==> src/rtl/core/ioc_pkg.sv <==
// ----------------------------------------------------------------------------
// ioc_pkg: shared types and constants
// Widths, limits and the job record passed from the histogram front end
// to the divider back end.
// ----------------------------------------------------------------------------
`default_nettype none

package ioc_pkg;

	localparam int ALPHABET    = 26;
	localparam int MAX_LEN     = 255;
	localparam int LETTER_W    = 5;
	localparam int CNT_W       = 8;
	localparam int SUM_W       = 16;
	localparam int FRAC_W      = 17;
	localparam int STEP_W      = $clog2(FRAC_W);
	localparam int QUEUE_DEPTH = 2;
	localparam int PTR_W       = $clog2(QUEUE_DEPTH);
	localparam int QCNT_W      = $clog2(QUEUE_DEPTH + 1);

	// one finished message, waiting for its division
	typedef struct packed {
		logic [SUM_W-1:0] pair_sum;
		logic [CNT_W-1:0] count;
		logic             too_long;
	} ioc_job_t;

	typedef enum logic [1:0] {
		BK_IDLE,
		BK_MUL,
		BK_DIV,
		BK_OUT
	} ioc_back_state_t;

endpackage

`default_nettype wire

==> src/rtl/core/ioc_front.sv <==
// ----------------------------------------------------------------------------
// ioc_front: letter histogram
// Counts letters per bin, keeps the count and the running sum of f(f-1),
// and hands a job record to the queue on the last letter of a message.
// ----------------------------------------------------------------------------
`default_nettype none

module ioc_front import ioc_pkg::*; (
	input  wire                clk,
	input  wire                arst_n,
	input  wire                accept,
	input  wire [LETTER_W-1:0] letter,
	input  wire                last_letter,
	output logic               push,
	output ioc_job_t           job
);

	logic [CNT_W-1:0] bins_q [ALPHABET];
	logic [CNT_W-1:0] count_q;
	logic [SUM_W-1:0] sum_q;
	logic             overflow_q;

	logic             in_range;
	logic             full;
	logic             hit;
	logic [CNT_W-1:0] old_bin;
	logic [SUM_W-1:0] sum_new;
	logic [CNT_W-1:0] count_new;
	logic             overflow_new;

	assign in_range = letter < LETTER_W'(ALPHABET);
	assign full     = count_q == CNT_W'(MAX_LEN);
	assign hit      = accept && in_range && !full;
	assign old_bin  = in_range ? bins_q[letter] : '0;

	// f(f-1) grows by 2*f_old on each hit
	assign sum_new      = sum_q + SUM_W'({old_bin, 1'b0});
	assign count_new    = count_q + CNT_W'(1);
	assign overflow_new = overflow_q | (accept && in_range && full);

	assign push          = accept && last_letter;
	assign job.pair_sum  = hit ? sum_new : sum_q;
	assign job.count     = hit ? count_new : count_q;
	assign job.too_long  = overflow_new;

	always_ff @(posedge clk or negedge arst_n) begin
		if (!arst_n) begin
			for (int i = 0; i < ALPHABET; i++) bins_q[i] <= '0;
			count_q    <= '0;
			sum_q      <= '0;
			overflow_q <= 1'b0;
		end else if (push) begin
			// message done: whole store clears at once
			for (int i = 0; i < ALPHABET; i++) bins_q[i] <= '0;
			count_q    <= '0;
			sum_q      <= '0;
			overflow_q <= 1'b0;
		end else if (accept) begin
			if (hit) begin
				bins_q[letter] <= old_bin + CNT_W'(1);
				count_q        <= count_new;
				sum_q          <= sum_new;
			end
			overflow_q <= overflow_new;
		end
	end

endmodule

`default_nettype wire

==> src/rtl/core/ioc_queue.sv <==
// ----------------------------------------------------------------------------
// ioc_queue: job queue
// Small FIFO of finished messages between histogram and divider.
// ----------------------------------------------------------------------------
`default_nettype none

module ioc_queue import ioc_pkg::*; (
	input  wire       clk,
	input  wire       arst_n,
	input  wire       push,
	input  ioc_job_t  push_job,
	input  wire       pop,
	output ioc_job_t  head,
	output logic      empty,
	output logic      full
);

	ioc_job_t          slots_q [QUEUE_DEPTH];
	logic [PTR_W-1:0]  wr_ptr_q;
	logic [PTR_W-1:0]  rd_ptr_q;
	logic [QCNT_W-1:0] fill_q;

	assign empty = fill_q == '0;
	assign full  = fill_q == QCNT_W'(QUEUE_DEPTH);
	assign head  = slots_q[rd_ptr_q];

	always_ff @(posedge clk) begin
		if (push) slots_q[wr_ptr_q] <= push_job;
	end

	always_ff @(posedge clk or negedge arst_n) begin
		if (!arst_n) begin
			wr_ptr_q <= '0;
			rd_ptr_q <= '0;
			fill_q   <= '0;
		end else begin
			if (push) wr_ptr_q <= wr_ptr_q + PTR_W'(1);
			if (pop)  rd_ptr_q <= rd_ptr_q + PTR_W'(1);
			case ({push, pop})
				2'b10:   fill_q <= fill_q + QCNT_W'(1);
				2'b01:   fill_q <= fill_q - QCNT_W'(1);
				default: fill_q <= fill_q;
			endcase
		end
	end

endmodule

`default_nettype wire

==> src/rtl/core/ioc_back.sv <==
// ----------------------------------------------------------------------------
// ioc_back: IC divider
// Pops a job, forms n(n-1), then restoring division one quotient bit per
// cycle to get floor(sum * 2^16 / (n(n-1))); presents the result for one cycle.
// ----------------------------------------------------------------------------
`default_nettype none

module ioc_back import ioc_pkg::*; (
	input  wire                clk,
	input  wire                arst_n,
	input  ioc_job_t           head,
	input  wire                empty,
	output logic               pop,
	output logic               done,
	output logic [FRAC_W-1:0]  ic_fraction,
	output logic [CNT_W-1:0]   letter_count,
	output logic               too_long
);

	ioc_back_state_t   state_q, state_nx;

	ioc_job_t          job_q;
	logic [SUM_W-1:0]  den_q;
	logic [FRAC_W-1:0] rem_q;
	logic [FRAC_W-1:0] quo_q;
	logic [STEP_W-1:0] step_q;

	logic              short_msg;
	logic              last_step;
	logic [FRAC_W-1:0] shifted;
	logic              ge;

	assign short_msg = job_q.count < CNT_W'(2);
	assign last_step = step_q == STEP_W'(FRAC_W - 1);

	// first step compares sum itself (quotient bit 16), later ones shift in a zero
	assign shifted = (step_q == '0) ? rem_q : {rem_q[FRAC_W-2:0], 1'b0};
	assign ge      = shifted >= FRAC_W'(den_q);

	always_comb begin
		state_nx = state_q;
		unique case (state_q)
			BK_IDLE: if (!empty) state_nx = BK_MUL;
			BK_MUL:  state_nx = short_msg ? BK_OUT : BK_DIV;
			BK_DIV:  if (last_step) state_nx = BK_OUT;
			BK_OUT:  state_nx = BK_IDLE;
			default: state_nx = BK_IDLE;
		endcase
	end

	always_comb begin
		pop  = 1'b0;
		done = 1'b0;
		unique case (state_q)
			BK_IDLE: pop  = !empty;
			BK_OUT:  done = 1'b1;
			default: ;
		endcase
	end

	always_ff @(posedge clk or negedge arst_n) begin
		if (!arst_n) state_q <= BK_IDLE;
		else         state_q <= state_nx;
	end

	always_ff @(posedge clk) begin
		unique case (state_q)
			BK_IDLE: begin
				if (!empty) job_q <= head;
			end
			BK_MUL: begin
				den_q  <= SUM_W'(job_q.count) * SUM_W'(job_q.count - CNT_W'(1));
				rem_q  <= FRAC_W'(job_q.pair_sum);
				quo_q  <= '0;
				step_q <= '0;
			end
			BK_DIV: begin
				rem_q  <= ge ? shifted - FRAC_W'(den_q) : shifted;
				quo_q  <= {quo_q[FRAC_W-2:0], ge};
				step_q <= step_q + STEP_W'(1);
			end
			default: ;
		endcase
	end

	assign ic_fraction  = short_msg ? '0 : quo_q;
	assign letter_count = job_q.count;
	assign too_long     = job_q.too_long;

endmodule

`default_nettype wire

==> src/rtl/core/index_of_coincidence.sv <==
// ----------------------------------------------------------------------------
// index_of_coincidence: index of coincidence over a letter stream
// Histograms decoded letters per message and reports sum f(f-1) / (n(n-1))
// as an unsigned Q1.16 fraction for each message.
// ----------------------------------------------------------------------------
//
//  channel   handshake               payload
//  -------   ---------------------   ----------------------------------------
//  input     start & !busy           letter[4:0], last_letter
//  result    done (one-cycle pulse)  ic_fraction[16:0], letter_count[7:0],
//                                    too_long
//
//  One letter per cycle while busy is low: the histogram reads, adds and
//  writes a bin in the same cycle. done follows the last accepted letter
//  through queue pop, n(n-1) multiply, 17 divider steps and output state;
//  a message under two letters skips the divide. A job that finds the
//  divider occupied waits in the queue first. A two-entry job queue lets
//  the next message stream in during the division; busy is high only while
//  that queue is full. Reset clears histogram, queue pointers and FSM at
//  once, no sweep. The receiver cannot stall: done is a one-cycle strobe.
//
`default_nettype none

module index_of_coincidence import ioc_pkg::*; (
	input  wire                clk,
	input  wire                arst_n,
	input  wire                start,
	output logic               busy,
	input  wire [LETTER_W-1:0] letter,
	input  wire                last_letter,
	output logic               done,
	output logic [FRAC_W-1:0]  ic_fraction,
	output logic [CNT_W-1:0]   letter_count,
	output logic               too_long
);

	logic     accept;
	logic     push;
	ioc_job_t push_job;
	ioc_job_t head;
	logic     pop;
	logic     empty;
	logic     full;

	// full queue blocks requests; a request may carry the last letter
	assign busy   = full;
	assign accept = start && !busy;

	ioc_front u_front (
		.clk         (clk),
		.arst_n      (arst_n),
		.accept      (accept),
		.letter      (letter),
		.last_letter (last_letter),
		.push        (push),
		.job         (push_job)
	);

	ioc_queue u_queue (
		.clk      (clk),
		.arst_n   (arst_n),
		.push     (push),
		.push_job (push_job),
		.pop      (pop),
		.head     (head),
		.empty    (empty),
		.full     (full)
	);

	ioc_back u_back (
		.clk          (clk),
		.arst_n       (arst_n),
		.head         (head),
		.empty        (empty),
		.pop          (pop),
		.done         (done),
		.ic_fraction  (ic_fraction),
		.letter_count (letter_count),
		.too_long     (too_long)
	);

endmodule

`default_nettype wire

==> config.mk <==
export PLATFORM = sky130hd
export DESIGN_NAME = index_of_coincidence
export DESIGN_NICKNAME = d
export VERILOG_FILES = /design/src/rtl/core/ioc_pkg.sv /design/src/rtl/core/ioc_front.sv /design/src/rtl/core/ioc_queue.sv /design/src/rtl/core/ioc_back.sv /design/src/rtl/core/index_of_coincidence.sv
export SDC_FILE = /design/constraint.sdc
export NUM_CORES = 1
export LEC_CHECK = 0
export BUFFER_PORTS_ARGS = -buffer_cell sky130_fd_sc_hd__buf_2
export CORE_UTILIZATION = 68
export DETAILED_ROUTE_END_ITERATION = 16
export PLACE_DENSITY = 0.84
export SYNTH_ARGS = -nofsm -noshare
export SYNTH_HDL_FRONTEND = slang
export SYNTH_SLANG_ARGS = --single-unit
==> constraint.sdc <==
create_clock -name clk -period 15.7 [get_ports clk]
set_input_delay 0.785 -clock clk [delete_from_list [all_inputs] [get_ports clk]]
set_output_delay 0.785 -clock clk [all_outputs]
set_load 0.02 [all_outputs]
# == Word-level counts from Yosys, hierarchy flattened ==
# Memory sizes are Yosys's and may differ from the RTL's. A register that Yosys moved wholly into a read port is not among the register bits.
# Cells that the tools add are included.
# classes
addsub,10
n_mul,1
order_cmp,5
n_eq_ne,10
mux,33
bitwise_logic,3
reduce_logical,19
# ops
op,count
208-bit 2-to-1 mux,3
208-bit bitwise mux,1
17-bit case mux with 2 select lines,2
8-bit 2-to-1 mux,7
17-bit 2-to-1 mux,3
16-bit 2-to-1 mux,3
8-bit binary-select mux with 5-bit select,1
8-bit demux with 5-bit select,1
17-bit by 16-bit >= comparator with 1-bit output,1
17-bit by 16-bit subtractor with 17-bit output,1
16-bit by 9-bit adder with 16-bit output,1
8-bit by 1-bit adder with 8-bit output (second input constant),2
8-bit by 16-bit multiplier with 16-bit output,1
5-bit case mux with 2 select lines,1
8-bit by 1-bit subtractor with 9-bit output (second input constant),1
2-bit == test (second input constant),4
8-bit == test (second input constant),1
8-bit by 2-bit less-than comparator with 1-bit output (second input constant),1
2-bit case mux with 4 select lines,1
2-bit nonzero test,4
1-bit 2-to-1 mux,7
6-bit >= comparator (second input constant),1
1-bit logical AND,6
6-bit by 1-bit less-than comparator with 1-bit output (second input constant),1
other kinds (18),26
# word_totals
ff_bits,294
ram_bits,50
in_bits,9
out_inout_bits,28
memories,1
# memory_table
name,depth,word_bits,read_ports,rd_clocked_by_memory_dff,wr,line,rtl
u_queue.slots_q,2,25,1,1,1,ioc_queue.sv:18,ioc_job_t slots_q [QUEUE_DEPTH];

# == Logic depth before layout (Yosys ltp) ==
# logic_depth
word_depth,10
ltp_mapped,21

# == By module ==
# Synthesis repeated with hierarchy kept, for this count alone.
# unflattened
cells_unflattened,2198
hier_area_um2,22497.8
# modules_own_cells
module,n_inst,cells_per_inst,area_each_um2,seq_area_each_um2
ioc_front,1,1441,13445.4,5805.6
ioc_back,1,662,6949.2,2422.3
ioc_queue,1,94,2089.5,1601.5
index_of_coincidence,1,1,13.8,0.0

# == Least setup slack after synthesis ==
# OpenSTA, ideal clock, no wires.
# synth_path
path_kind,reg-to-reg
startpoint,reg u_back.job_q (netlist bit u_back.letter_count[0])
endpoint,"reg u_back.den_q[14], data pin"
arrival_ps,4883
required_ps,15438
setup_slack_ps,10556
path_stages_with_launch,20
n_path_buf,1
cell_sequence,edfxtp_1 -> clkbuf_1 -> inv_1 -> ha_1 -> nand2_1 -> or3_1 -> ha_1 -> nor2b_1 -> fa_1 -> fa_1 -> fa_1 -> inv_1 -> fa_1 -> inv_1 -> ha_1 -> nand2_1 -> o21ai_0 -> a41oi_1 -> a211oi_1 -> xnor2_1
# synth_between
elab_chain_cells,2
# synth_rtl
item,line,rtl
start: declaration,ioc_back.sv:22,ioc_job_t job_q;
start signal: assignment,ioc_back.sv:69,if (!empty) job_q <= head;
8-bit by 1-bit subtractor with 9-bit output,ioc_back.sv:72,den_q <= SUM_W'(job_q.count) * SUM_W'(job_q.count - CNT_W'(1));
8-bit by 16-bit multiplier with 16-bit output (*),ioc_back.sv:72,
end signal: assignment,ioc_back.sv:72,
end: declaration,ioc_back.sv:23,logic [SUM_W-1:0] den_q;
# Mark *: on every way between the ends. The rest lies on a longest branch, timed or not.
# A chain may end at the register's enable or synchronous reset.

==> results.sh <==
export IMPL_tightest_slew_ns=1.36
export IMPL_clk_latency_ns=0.54
export IMPL_r2r_cells=18
export IMPL_hold_buffers=0
export IMPL_vias_per_cell=6.76
export IMPL_first_global_vias=17700
export IMPL_grt_usage_pct=34.8
export IMPL_drv_cap=0
export IMPL_vdd_drop_max_v=0.000360
export IMPL_p_per_area_nw_per_um2=237
export IMPL_cts_root_buffer="clkbuf_16"
export IMPL_fin_area_um2=23600
export IMPL_start_util_pct=69.5
export IMPL_drt_iter0_markers=1948
export IMPL_cp_max_fo=48
export IMPL_whs_ns=0.223
export IMPL_io_pins=37
export IMPL_dieArea_um2=33100
export IMPL_grt_pass1_wl_um=91600
export IMPL_ys_seq_area_share_pct=44.2
export IMPL_finalClockSkew_ns=0.0229
export IMPL_fin_tns_setup_ns=0
export IMPL_clkTransAtPathRegs_ns=0.06
export IMPL_status="complete, no violations"
export IMPL_antenna_found_initial=0
export IMPL_overflow=0
export IMPL_reg2reg_from="u_back.letter_count[0]$_DFFE_PP_"
export IMPL_place_area_um2=22300
export IMPL_cp_end_kind="register"
export IMPL_async_flop_share_pct=65.4
export IMPL_area_growth_pct=7.28
export IMPL_finalSetupViolations=0
export IMPL_coreArea_um2=31700
export IMPL_vias=17300
export IMPL_fill_cells=2137
export IMPL_min_period_over_period_pct=37.2
export IMPL_critical_path_arrival_ns=6.24
export IMPL_ys_ff_latch=364
export IMPL_die_x_um=182
export IMPL_hold_viol=0
export IMPL_r2r_end="u_back.den_q[14]$_DFFE_PP_"
export IMPL_synthFlopType="dfrtp_1"
export IMPL_p_leak_uw=0.00974
export IMPL_synth_area_per_cell_um2=10.1
export IMPL_fmax_mhz=171
export IMPL_synthCells=2174
export IMPL_synth_distinct_cells=84
export IMPL_min_period_ns=5.84
export IMPL_post_cts_buffers=0
export IMPL_port_buffers=36
export IMPL_synth_warnings=0
export IMPL_numCtsBuffers=38
export IMPL_drc=0
export IMPL_layout_drive_gt1_share_pct=12.2
export IMPL_cts_max_level=2
export IMPL_grt_max_degree=88
export IMPL_regToRegSetupSlack_ns=10.00
export IMPL_cts_sinks=364
export IMPL_cp_data_required_time_ns=16.11
export IMPL_gp_congestion=0.921
export IMPL_slew_viol_final=0
export IMPL_worst_setup_path_start_kind="input pin"
export IMPL_synth_edf_count=126
export IMPL_hpwl_um=35900
export IMPL_die_h_um=182
export IMPL_num_antenna_cells=0
export IMPL_min_path_type="input pin to async pin"
export IMPL_crit_type="input pin to register"
export IMPL_wl_um=56400
export IMPL_rsz0062_at_grt="false"
export IMPL_post_drt_wl_per_cell_um=22.0
export IMPL_tritoncts="done"
export IMPL_syn_area_um2=22000
export IMPL_clockBufferDepth=3
export IMPL_slew_headroom_pct=8.86
export IMPL_rows=65
export IMPL_post_cts_resized=0
export IMPL_nets=2261
export IMPL_drt_antenna_violating_nets=0
export IMPL_dr_pass1_iters=7
==> critical path, stage by stage <==
cell and delay (ns):
buf_2 0.08, buf_4 0.67, mux4_2 0.59, and2_0 0.17
a2111oi_0 0.33, and3_1 0.88, inv_1 0.74, ha_1 0.59
o21ai_0 0.25, a2111oi_0 0.69, xor2_1 0.22, a22o_1 0.24
==> worst max path at each step <==
stage | from | to | slack, ns | depth (start not counted)
after floorplan | u_back.letter_count[0]$_DFFE_PP_ | u_back.den_q[14]$_DFFE_PP_ | 10.56 | 19
after global placement | letter[0] | u_queue.slots_q[0][21]$_DFFE_PP_ | 9.67 | 12
after detailed placement | letter[0] | u_front.sum_q[13]$_DFFE_PN0N_ | 9.41 | 12
after CTS | letter[0] | u_front.sum_q[13]$_DFFE_PN0N_ | 9.97 | 12
after global routing | letter[0] | u_front.sum_q[14]$_DFFE_PN0N_ | 9.47 | 12
final | letter[0] | u_front.sum_q[13]$_DFFE_PN0N_ | 9.86 | 12
==> power breakdown <==
part           internal, µW  leakage, µW  switching [µW]
Combinational          1300      0.00461            1890
Sequential             1350      0.00448             122
Clock                   562     0.000647             381
Total                  3210      0.00974            2390
==> state kept, by name, indices dropped and copies added, names as in the netlist, 2 cells and up <==
signal	flops
u_back.den_q	15
u_back.job_q	15
u_back.letter_count	8
u_back.quo_q	17
u_back.rem_q	17
u_back.state_q	2
u_back.step_q	5
u_front.bins_q	208
u_front.count_q	8
u_front.sum_q	15
u_queue.fill_q	2
u_queue.slots_q	48
==> cells in the final DEF, fill, tap and decap left out, drive strengths merged, types with 10 or more instances in the layout <==
cell	n
a21o	12
and2	43
or3	11
nor4	32
xor2	20
nand2	256
dfrtp	238
o22ai	26
a31oi	15
xnor2	35
ha	67
nand4	25
inv	128
fa	58
nor2	126
mux2i	54
mux4	38
nor3	82
o21ai	130
nor2b	42
nand3	64
edfxtp	126
buf	70
a22o	26
nand2b	21
and3	10
a211oi	82
a21oi	94
o211ai	13
clkbuf	58
mux2	44
==> metal layers <==
layer  global-route usage (%)  up-vias  share of wire (%)
met5                    0.148        -                  0
met4                     20.8        0                6.0
met3                     5.88      241                8.8
met2                     56.8      976                 48
met1                     43.9     8441                 37
li1                         -     7647                  -
==> final cells by class <==
cell class / instances / area [µm²] / share of cell area (%)
Tap cell: 402 / 503 / 2.13
Timing Repair Buffer: 70 / 448 / 1.89
Clock buffer: 58 / 1200 / 5.08
Clock inverter: 12 / 120 / 0.508
Multi-Input combinational cell: 1524 / 11100 / 47.1
Sequential cell: 364 / 9740 / 41.2
Inverter: 129 / 487 / 2.06
==> cells in the mapped netlist, types with 19 or more instances <==
| cell type | count | area [µm²] |
|---|---|---|
| a21oi_1 | 94 | 470 |
| nor2b_1 | 42 | 263 |
| nor2_1 | 125 | 469 |
| o21ai_0 | 124 | 621 |
| nor3_1 | 78 | 390 |
| buf_2 | 30 | 150 |
| fa_1 | 58 | 1160 |
| nand2_1 | 256 | 961 |
| ha_1 | 67 | 838 |
| mux2i_1 | 54 | 541 |
| edfxtp_1 | 126 | 3780 |
| mux2_2 | 44 | 495 |
| dfrtp_1 | 238 | 5960 |
| nor4_1 | 30 | 188 |
| nand2b_1 | 21 | 131 |
| xor2_1 | 19 | 166 |
| a22o_1 | 26 | 228 |
| nand3_1 | 64 | 320 |
| and2_1 | 41 | 257 |
| mux4_2 | 36 | 811 |
| clkbuf_1 | 95 | 357 |
| a211oi_1 | 82 | 616 |
| xnor2_1 | 34 | 298 |
| nand4_1 | 24 | 150 |
| inv_1 | 124 | 465 |
| o22ai_1 | 26 | 163 |
==> cell families after synthesis <==
logic type               Yosys count  synth area share, %
flip-flops                       364                 44.2
AO/OA/AOI/OAI                    453                 13.2
other                              2               0.0341
XOR/XNOR                          55                 2.25
AND/OR/NAND/NOR                  746                 16.7
buffers and inverters            293                 5.94
adder cells (fa/ha/maj)          125                 9.07
multiplexers                     136                 8.62
==> through the flow <==
step	worst slack [ns]	std cells	utilization (%)	total power (µW)
after floorplan	10.56	2181	-	3910
after global placement	9.67	2489	70.4	4490
after detailed placement	9.41	2489	70.4	4630
after CTS	9.97	2559	74.5	5590
after global routing	9.47	2559	74.5	6060
final	9.86	2559	74.5	5600
Power figures use the tool's default switching activity.
